<file path="src/rtl/core/ksa_pkg.sv">
// Shared types and codes for the keyed slot allocator.
package ksa_pkg;

    localparam int KEY_W    = 64;
    localparam int SLOT_W   = 5;
    localparam int STATUS_W = 3;

    typedef logic [KEY_W-1:0]    key_t;
    typedef logic [SLOT_W-1:0]   slot_t;
    typedef logic [STATUS_W-1:0] status_t;

    // Request opcodes
    localparam logic OP_ALLOC = 1'b0;
    localparam logic OP_FREE  = 1'b1;

    // Result status codes
    localparam status_t ST_NEW     = 3'd0;
    localparam status_t ST_HIT     = 3'd1;
    localparam status_t ST_FULL    = 3'd2;
    localparam status_t ST_FREED   = 3'd3;
    localparam status_t ST_IGNORED = 3'd4;

endpackage

</file>
<file path="src/rtl/core/keyed_slot_allocator_lowest_free.sv">
// Keyed slot allocator top level: input register, CAM lookup, result register.
// An accepted item waits in the input register until the result register can take it;
//   its result is then held in the result register until it is taken.
// Throughput: 1 item per cycle while m_ready holds; the parallel key compare over all slots
//   and the lowest-free priority encoder settle combinationally between the registers.
// Reset (aresetn low, synchronous): all slots free, both pipeline stages empty.
//   Key registers are not reset; they are written when a slot is taken.
module keyed_slot_allocator_lowest_free #(
    parameter int SLOTS = 32
) (
    input  logic                aclk,
    input  logic                aresetn,
    // request channel
    input  logic                s_valid,
    output logic                s_ready,
    input  logic                s_operation,
    input  ksa_pkg::key_t       s_key,
    input  ksa_pkg::slot_t      s_slot_index,
    // result channel
    output logic                m_valid,
    input  logic                m_ready,
    output ksa_pkg::slot_t      m_granted_slot,
    output ksa_pkg::status_t    m_status
);
    import ksa_pkg::*;

    localparam int IDX_W = (SLOTS > 1) ? $clog2(SLOTS) : 1;

    // ------------------------------------------------------------------
    // Input register stage. An item sits here while the slot store is
    // looked up; it moves on when the result register can take it.
    // ------------------------------------------------------------------
    logic  in_valid_reg;
    logic  in_op_reg;
    key_t  in_key_reg;
    slot_t in_idx_reg;

    logic    out_valid_reg;
    slot_t   out_slot_reg;
    status_t out_status_reg;

    logic    advance;       // item in the input register completes this cycle
    slot_t   out_slot_next;
    status_t out_status_next;

    assign advance = in_valid_reg && (!out_valid_reg || m_ready);
    assign s_ready = !in_valid_reg || advance;

    always_ff @(posedge aclk) begin
        if (!aresetn) begin
            in_valid_reg <= 1'b0;
        end else if (s_ready) begin
            in_valid_reg <= s_valid;
        end
    end

    always_ff @(posedge aclk) begin
        if (s_ready && s_valid) begin
            in_op_reg  <= s_operation;
            in_key_reg <= s_key;
            in_idx_reg <= s_slot_index;
        end
    end

    // ------------------------------------------------------------------
    // Slot store and lookup. State updates land on the same edge that
    // loads the result register, so the next item already sees them.
    // ------------------------------------------------------------------
    logic [SLOTS-1:0] hit_vec;
    logic [SLOTS-1:0] in_use;
    logic [SLOTS-1:0] wr_vec;
    logic [SLOTS-1:0] clr_vec;
    logic [SLOTS-1:0] free_sel;     // decoded free index, empty if out of range

    logic             hit_any;
    logic [SLOTS-1:0] hit_onehot;
    logic [IDX_W-1:0] hit_idx;
    logic             free_any;
    logic [SLOTS-1:0] free_onehot;
    logic [IDX_W-1:0] free_idx;
    logic             free_valid;   // named slot exists and is in use

    ksa_slot_array #(
        .SLOTS (SLOTS)
    ) u_slots (
        .aclk    (aclk),
        .aresetn (aresetn),
        .cmp_key (in_key_reg),
        .wr_vec  (wr_vec),
        .wr_key  (in_key_reg),
        .clr_vec (clr_vec),
        .hit_vec (hit_vec),
        .in_use  (in_use)
    );

    // lowest matching slot (at most one ever matches)
    ksa_lowest #(
        .N (SLOTS)
    ) u_hit_enc (
        .vec    (hit_vec),
        .any    (hit_any),
        .onehot (hit_onehot),
        .idx    (hit_idx)
    );

    // lowest free slot
    ksa_lowest #(
        .N (SLOTS)
    ) u_free_enc (
        .vec    (~in_use),
        .any    (free_any),
        .onehot (free_onehot),
        .idx    (free_idx)
    );

    always_comb begin
        for (int i = 0; i < SLOTS; i++) begin
            free_sel[i] = (32'(in_idx_reg) == 32'(i));
        end
    end

    assign free_valid = |(free_sel & in_use);

    // Result decode and state update strobes
    always_comb begin
        logic [31:0] hit_idx32;
        logic [31:0] free_idx32;
        hit_idx32       = 32'(hit_idx);
        free_idx32      = 32'(free_idx);
        wr_vec          = '0;
        clr_vec         = '0;
        out_slot_next   = '0;
        out_status_next = ST_FULL;
        case (in_op_reg)
            OP_ALLOC: begin
                if (hit_any) begin
                    out_slot_next   = hit_idx32[SLOT_W-1:0];
                    out_status_next = ST_HIT;
                end else if (free_any) begin
                    out_slot_next   = free_idx32[SLOT_W-1:0];
                    out_status_next = ST_NEW;
                    wr_vec          = advance ? free_onehot : '0;
                end else begin
                    // full: slot reads as zero, nothing changes
                    out_slot_next   = '0;
                    out_status_next = ST_FULL;
                end
            end
            OP_FREE: begin
                out_slot_next = in_idx_reg;
                if (free_valid) begin
                    out_status_next = ST_FREED;
                    clr_vec         = advance ? free_sel : '0;
                end else begin
                    // double free or index past the last slot
                    out_status_next = ST_IGNORED;
                end
            end
            default: begin
                out_slot_next   = '0;
                out_status_next = ST_FULL;
            end
        endcase
    end

    // ------------------------------------------------------------------
    // Result register
    // ------------------------------------------------------------------
    always_ff @(posedge aclk) begin
        if (!aresetn) begin
            out_valid_reg <= 1'b0;
        end else if (advance) begin
            out_valid_reg <= 1'b1;
        end else if (m_ready) begin
            out_valid_reg <= 1'b0;
        end
    end

    always_ff @(posedge aclk) begin
        if (advance) begin
            out_slot_reg   <= out_slot_next;
            out_status_reg <= out_status_next;
        end
    end

    assign m_valid        = out_valid_reg;
    assign m_granted_slot = out_slot_reg;
    assign m_status       = out_status_reg;

    // ------------------------------------------------------------------
    // Assertions
    // ------------------------------------------------------------------
    // a held key lives in at most one slot
    a_unique_key: assert property (@(posedge aclk) disable iff (!aresetn)
        $onehot0(hit_vec))
        else $error("key held by more than one slot");

    // a new allocation takes exactly one slot
    a_alloc_onehot: assert property (@(posedge aclk) disable iff (!aresetn)
        (advance && out_status_next == ST_NEW) |-> $onehot(wr_vec))
        else $error("allocation did not take exactly one slot");

    // full is only reported when every slot is in use
    a_full_true: assert property (@(posedge aclk) disable iff (!aresetn)
        (advance && out_status_next == ST_FULL) |-> (&in_use))
        else $error("full reported with a free slot");

    // input side stalls only when both stages hold an item
    a_stall_cause: assert property (@(posedge aclk) disable iff (!aresetn)
        !s_ready |-> (in_valid_reg && out_valid_reg && !m_ready))
        else $error("input stalled without a backed-up pipeline");

endmodule

</file>
<file path="src/rtl/core/ksa_lowest.sv">
// Lowest-set-bit finder: one-hot isolate plus binary index.
module ksa_lowest #(
    parameter int N = 32
) (
    input  logic [N-1:0]                      vec,
    output logic                              any,
    output logic [N-1:0]                      onehot,
    output logic [((N > 1) ? $clog2(N) : 1)-1:0] idx
);
    localparam int IW = (N > 1) ? $clog2(N) : 1;

    // v & -v keeps only the lowest set bit
    assign onehot = vec & (~vec + N'(1));
    assign any    = |vec;

    always_comb begin
        idx = '0;
        for (int b = 0; b < IW; b++) begin
            for (int i = 0; i < N; i++) begin
                if (i[b]) begin
                    idx[b] = idx[b] | onehot[i];
                end
            end
        end
    end

endmodule

</file>
<file path="src/rtl/core/ksa_slot_array.sv">
// Slot store: per-slot key registers, in-use flags and parallel key compare.
module ksa_slot_array #(
    parameter int SLOTS = 32
) (
    input  logic              aclk,
    input  logic              aresetn,
    input  ksa_pkg::key_t     cmp_key,
    input  logic [SLOTS-1:0]  wr_vec,
    input  ksa_pkg::key_t     wr_key,
    input  logic [SLOTS-1:0]  clr_vec,
    output logic [SLOTS-1:0]  hit_vec,
    output logic [SLOTS-1:0]  in_use
);
    import ksa_pkg::*;

    key_t             key_reg [SLOTS];
    logic [SLOTS-1:0] in_use_reg;
    logic [SLOTS-1:0] in_use_next;

    assign in_use_next = (in_use_reg | wr_vec) & ~clr_vec;

    always_ff @(posedge aclk) begin
        if (!aresetn) begin
            in_use_reg <= '0;
        end else begin
            in_use_reg <= in_use_next;
        end
    end

    // Keys carry no reset; a slot's key is only compared while it is in use.
    always_ff @(posedge aclk) begin
        for (int i = 0; i < SLOTS; i++) begin
            if (wr_vec[i]) begin
                key_reg[i] <= wr_key;
            end
        end
    end

    always_comb begin
        for (int i = 0; i < SLOTS; i++) begin
            hit_vec[i] = in_use_reg[i] && (key_reg[i] == cmp_key);
        end
    end

    assign in_use = in_use_reg;

endmodule
</file>
<file path="config.mk">
export PLATFORM = sky130hd
export DESIGN_NAME = keyed_slot_allocator_lowest_free
export DESIGN_NICKNAME = d
export VERILOG_FILES = /design/src/rtl/core/ksa_pkg.sv /design/src/rtl/core/keyed_slot_allocator_lowest_free.sv /design/src/rtl/core/ksa_lowest.sv /design/src/rtl/core/ksa_slot_array.sv
export SDC_FILE = /design/constraint.sdc
export NUM_CORES = 2
export LEC_CHECK = 0
export BUFFER_PORTS_ARGS = -buffer_cell sky130_fd_sc_hd__buf_2
export CAP_MARGIN = 0
export CORE_AREA = 4 4 356 533
export CTS_CLUSTER_DIAMETER = 30
export DETAILED_ROUTE_END_ITERATION = 10
export DIE_AREA = 0 0 360 537
export GPL_TIMING_DRIVEN = 0
export HOLD_SLACK_MARGIN = 0.12
export PLACE_DENSITY = 0.7
export SKIP_CTS_REPAIR_TIMING = 1
export SLEW_MARGIN = 10
export SYNTH_ARGS = -nofsm -noshare
export SYNTH_HDL_FRONTEND = slang
export SYNTH_SLANG_ARGS = --single-unit
</file>
<file path="constraint.sdc">
create_clock -name aclk -period 10.3 [get_ports aclk]
set_input_delay 1.545 -clock aclk [delete_from_list [all_inputs] [get_ports aclk]]
set_output_delay 1.545 -clock aclk [all_outputs]
set_load 0.02 [all_outputs]
</file>
# --- Word level (Yosys, flattened, before mapping) ---
# Memory sizes are Yosys's and may differ from the RTL's.
# Index checks and enable logic that the tools add are counted.
op_classes:
  bitwise: 160
  n_mux: 173
  reduce_logical: 74
  eq_ne: 63
  addsub: 2
ops:
  columns: ["op", "n"]
  rows:
  - ["equality test 64 bit", 32]
  - ["2-to-1 mux 64 bit", 31]
  - ["OR reduction 64 bit", 31]
  - ["2-to-1 mux 32 bit", 7]
  - ["2-to-1 mux 5 bit", 33]
  - ["OR 1 bit", 150]
  - ["AND 32 bit", 4]
  - ["inverter 32 bit", 4]
  - ["2-to-1 mux 1 bit", 97]
  - ["OR reduction 32 bit", 3]
  - ["equality test 5 bit, second input constant", 16]
  - ["adder 32 x 1 -> 32 bit, second input constant", 2]
  - ["equality test 5 x 4 -> 1 bit, second input constant", 8]
  - ["logical AND 1 bit", 34]
  - ["OR 32 bit", 1]
  - ["equality test 5 x 3 -> 1 bit, second input constant", 4]
  - ["equality test 5 x 2 -> 1 bit, second input constant", 2]
  - ["case mux 5 bit (2 select lines)", 1]
  - ["case mux 3 bit (2 select lines)", 1]
  - ["equality test 5 x 1 -> 1 bit, second input constant", 1]
  - ["logical NOT 5 bit", 1]
  - ["2-to-1 mux 2 bit", 2]
  - ["2-to-1 mux 3 bit", 1]
  - ["logical NOT 1 bit", 2]
  - ["other kinds (3)", 4]
word_totals:
  ff_bits: 112
  output_inout_bits: 10
  wordCells: 481
  in_bits: 74
  mem_bits_rw: 2048
  memories: 1
mem_list:
  columns: ["memory", "words", "width", "rd", "rd_clocked_by_memory_dff", "write_ports", "line", "text"]
  rows:
  - ["u_slots.key_reg", 32, 64, 32, 0, 1, "ksa_slot_array.sv:16", "key_t key_reg [SLOTS];"]

# --- Logic depth before layout (Yosys ltp) ---
logic_depth:
  depth_word: 42
  ltp_mapped: 17
  depth_no_buf: 11

# --- Modules after synthesis ---
# A second synthesis with hierarchy kept.
hier_totals:
  hier_cells: 5935
  hier_area_um2: 92303.5
by_module_without_submodules:
  columns: ["mod", "seq_area_each_um2", "area_per_inst_um2", "instances", "cells_each"]
  rows:
  - ["ksa_slot_array", 62139.6, 86873.3, 1, 5382]
  - ["keyed_slot_allocator_lowest_free", 2382.3, 3691.0, 1, 291]
  - ["ksa_lowest", 0.0, 869.6, 2, 131]

# --- Worst setup path before layout ---
# No wires, ideal clock.
synth_timing:
  path_kind: "reg2reg"
  startpoint: "reg in_key_reg[49]"
  endpoint: "mem u_slots.key_reg[1][512] in the netlist's numbering, enable pin"
  required_time_ns: 9.656
  setup_slack_ns: 0.497
  path_stages_with_launch: 16
  setup_time_ns: 0.644
  arrival_ns: 9.159
  synth_period_minus_slack_ns: 9.803
  n_path_buf: 5
  path_cell_list: "edfxtp_1 buf_4 inv_2 buf_2 buf_2 o221ai_1 nor4_1 nand4_1 nor2_2 nor4b_4 nand4b_4 nor4b_4 nand4_4 buf_8 buf_6 nor4_1"
synth_via:
  elab_cells_between_ends: 224
  classes_between: "eq/ne: 32; mux: 128; reduce/logical: 64"
synth_lines:
  columns: ["item", "line", "text"]
  rows:
  - ["start: declaration", "keyed_slot_allocator_lowest_free.sv:35", "key_t in_key_reg;"]
  - ["start signal: assignment", "keyed_slot_allocator_lowest_free.sv:60", "in_key_reg <= s_key;"]
  - ["equality test 64 bit", "ksa_slot_array.sv:41", "hit_vec[i] = in_use_reg[i] && (key_reg[i] == cmp_key);"]
  - ["logical AND 1 bit", "ksa_slot_array.sv:41", null]
  - ["OR reduction 32 bit *", "ksa_lowest.sv:14", "assign any = |vec;"]
  - ["2-to-1 mux 32 bit *", "keyed_slot_allocator_lowest_free.sv:136", "if (hit_any) begin"]
  - ["2-to-1 mux 32 bit *", "keyed_slot_allocator_lowest_free.sv:134", "case (in_op_reg)"]
  - ["via u_slots.wr_vec[24]", "ksa_slot_array.sv:8", "input logic [SLOTS-1:0] wr_vec,"]
  - ["2-to-1 mux 1 bit *", "ksa_slot_array.sv:33", "if (wr_vec[i]) begin"]
  - ["2-to-1 mux 1 bit (not written as such) *", "ksa_slot_array.sv:34", "key_reg[i] <= wr_key;"]
  - ["OR reduction 64 bit (no source line)", null, null]
  - ["2-to-1 mux 5 bit (no source line) / 2-to-1 mux 1 bit (equally long branches) (8 in series)", null, null]
  - ["end: declaration", "ksa_slot_array.sv:16", null]
# Mark *: on every way through the listed nets, which the timed path passes. The rest lies on a longest branch.

# --- Final worst setup path ---
layout_timing:
  startpoint: "reg in_key_reg[8]"
  endpoint: "mem u_slots.key_reg[1][550] in the netlist's numbering, enable pin"
# Same word-level chain as after synthesis.

==> reports/metrics.yaml <==
outcome:
  status: "completed"
clock_tree:
  max-clock-path-buffers: 4
  h-tree-depth: 5
  cts_tree: "yes"
  clkSinkCount: 2160
  insertion_delay_ps: 890
  root_buffer: "clkbuf_16"
  clkTransAtPathRegs_ps: 60
  cts_inserted_buffers: 329
drt:
  vias: 64637
  drtIter0Drc: 11891
  drt-met1-wl_um: 130200
  drc_errors: 0
  wl_per_cell_um: 47.05
  dr_wl_met2_um: 193300
  dr.pass1.iters: 7
  wl_um: 439900
  top_layer: "met5"
  vias_per_cell: 6.912
  met3RoutedLength_um: 57170
  ant_nets: 0
timing:
  rsz0062_at_grt: "no"
  maxSlewHeadroom_pct: 3.115
  min_period_ps: 8397
  fin_ws_ps: 1903
  maxSlewViolCount: 0
  fin_crit_sh_pct: 81.52
  fmax_mhz: 119.1
  setup_violations: 0
  skew_ps: 76.93
  worst_pin_slew_ps: 1440
  hold_viol: 0
synthesis:
  ys_seq_area_share_pct: 70.05
  synth_fp_nets: 5865
  synthCells: 5791
  synth_seq_cells: 2160
  synth.cell_area_um2: 92110
  synth_enable_flop_cells: 2126
  synthFlopType: "edfxtp_1"
  synth.distinct_cells: 94
  syn_avg_cell_area_um2: 15.91
  async_flop_share_pct: 0
  ys_warn_count: 0
global_routing:
  grt_max_degree: 50
  grt_pass1_wl_um: 566400
  track_usage_pct: 44.61
  antenna_found_initial: 71
  gr-total-overflow: 0
  grt_pass1_vias: 61586
layout:
  fin_nets: 6672
  fillers: 13244
  multiInputGateArea_um2: 24970
  drive_gt1_share_pct: 20.49
  regArea_um2: 64520
  largest_register_ffs: 2048
  area_growth_pct: 24.44
  design_area_um2: 114600
placement:
  place_area_um2: 103000
  gp_congestion: 1.029
  io_buffer_count: 82
  pre_cts_ws_ps: 2288
  dp_hpwl_um: 310900
floorplan:
  die_h_um: 537
  ioPinCount: 84
  start_util_pct: 49.92
  die_area_um2: 193300
  num_rows: 193
  die_w_um: 360
  fp.coreArea_um2: 184500
flow_run:
  cap_violations: 0
worst_setup_path:
  cp_common_cell: "buf_4"
  crit_path_top_delay_cell: "nor4_1"
  cpLargestDelayFamily: "simple AND/OR/NAND/NOR gates"
  critPathLaunchType: "flop"
  max_stage_delay_ps: 1140
  crit_chain: "buf_16 -> buf_16 -> buf_2 -> buf_4 -> buf_4 -> xnor2_1 -> nand4_1 -> nor4_1 -> nand4_1 -> nor4_2 -> nor2_1 -> nand4b_4 -> nor4b_4 -> nand4_4 -> buf_8 -> buf_6 -> nor4_2 -> buf_2 -> buf_4 -> buf_4 -> buf_6 -> buf_4 -> buf_4 -> buf_2"
  endpoint_kind: "flop"
  required_ps: 10910
  crit_fanout: 10
  arrival_ps: 9010
  timing_worst_setup_path_type: "flop to flop"
  path_buf_inv: 14
power:
  p_leak_uw: 0.03762
  pwr_density_cell_nw_per_um2: 202.9
  p_total_uw: 23250
  vdd_drop_max_v: 0.0001949
hold_path:
  worstHoldPathType: "flop to flop"
## layout by cell type, fill, tap and decap left out, types with 120 or more instances in the layout
| master | instances |
|---|---|
| o22ai_1 | 121 |
| clkbuf_16 | 337 |
| inv_1 | 125 |
| nand2b_1 | 126 |
| xor2_1 | 583 |
| nand4_1 | 296 |
| buf_4 | 154 |
| buf_16 | 137 |
| buf_6 | 120 |
| buf_2 | 130 |
| xnor2_1 | 994 |
| edfxtp_1 | 2126 |
| buf_8 | 172 |
| nor4_1 | 214 |
## stage by stage
stage | utilization (%) | hold WS [ps] | instances | TNS (ps)
floorplan | - | 485.5 | 5791 | 0
global placement | 51.80 | 501.8 | 8310 | -7015750
detailed placement | 55.84 | 506.5 | 8704 | 0
CTS | 62.05 | 522.3 | 9303 | 0
global route | 62.07 | 545.8 | 9313 | 0
finish | 62.12 | 515.3 | 9351 | 0
## cell type report
type | instances | area share [%]
Timing Repair Buffer | 476 | 6.632
Sequential cell | 2160 | 56.29
Clock inverter | 244 | 2.586
Multi-Input combinational cell | 3194 | 21.79
Antenna cell | 48 | 0.1048
Clock buffer | 355 | 7.417
Inverter | 155 | 0.5098
Tap cell | 2437 | 2.660
Buffer | 282 | 2.008
## layer usage
metal	vias to the layer above	global-route usage, %
li1	23801	-
met1	32219	48.47
met2	6427	67.47
met3	2176	13.25
met4	14	47.16
met5	-	0
## synth_stat cells (43+ instances only)
master     number  area, um2
edfxtp_1     2126      63840
xnor2_1       994       8706
xor2_1        583       5106
nand4_1       296       1852
nor4_1        224       1401
nand2b_1      126      788.3
inv_1         125      469.2
o22ai_1       121      757.0
buf_4         111      833.3
buf_6          81      912.1
nor2_1         79      296.5
nand2_1        69      259.0
nor3_1         67      335.3
o2bb2ai_1      67      586.8
a221oi_1       49      429.2
nand3_1        48      240.2
nor2b_1        47      294.0
buf_2          46      230.2
o2111ai_1      43      376.6
## final timing paths
path | startpoint | endpoint | cells after the start | slack, ps
min reg2reg | in_key_reg[50] | u_slots.key_reg[0][306] | 0 | 520
min | in_key_reg[50] | u_slots.key_reg[0][306] | 0 | 520
max | in_key_reg[8] | u_slots.key_reg[1][550] | 24 | 1900
max reg2reg | in_key_reg[8] | u_slots.key_reg[1][550] | 24 | 1900
## logic make-up after synthesis
family / after synthesis / share of synthesized area (%)
buffers and inverters: 437 / 3.122
AOI/OAI and AO/OA: 544 / 4.673
DFF: 2160 / 70.05
and+or+nand+nor: 1067 / 7.077
muxes: 6 / 0.08150
xor gates and xnor gates: 1577 / 15.00
## power breakdown
part	switching, uW	total [uW]	internal, uW
logic	1270	1810	533
clock network	4440	11700	7240
registers	69.3	9760	9690
total	5790	23300	17500
Power figures use the tool's default switching activity.
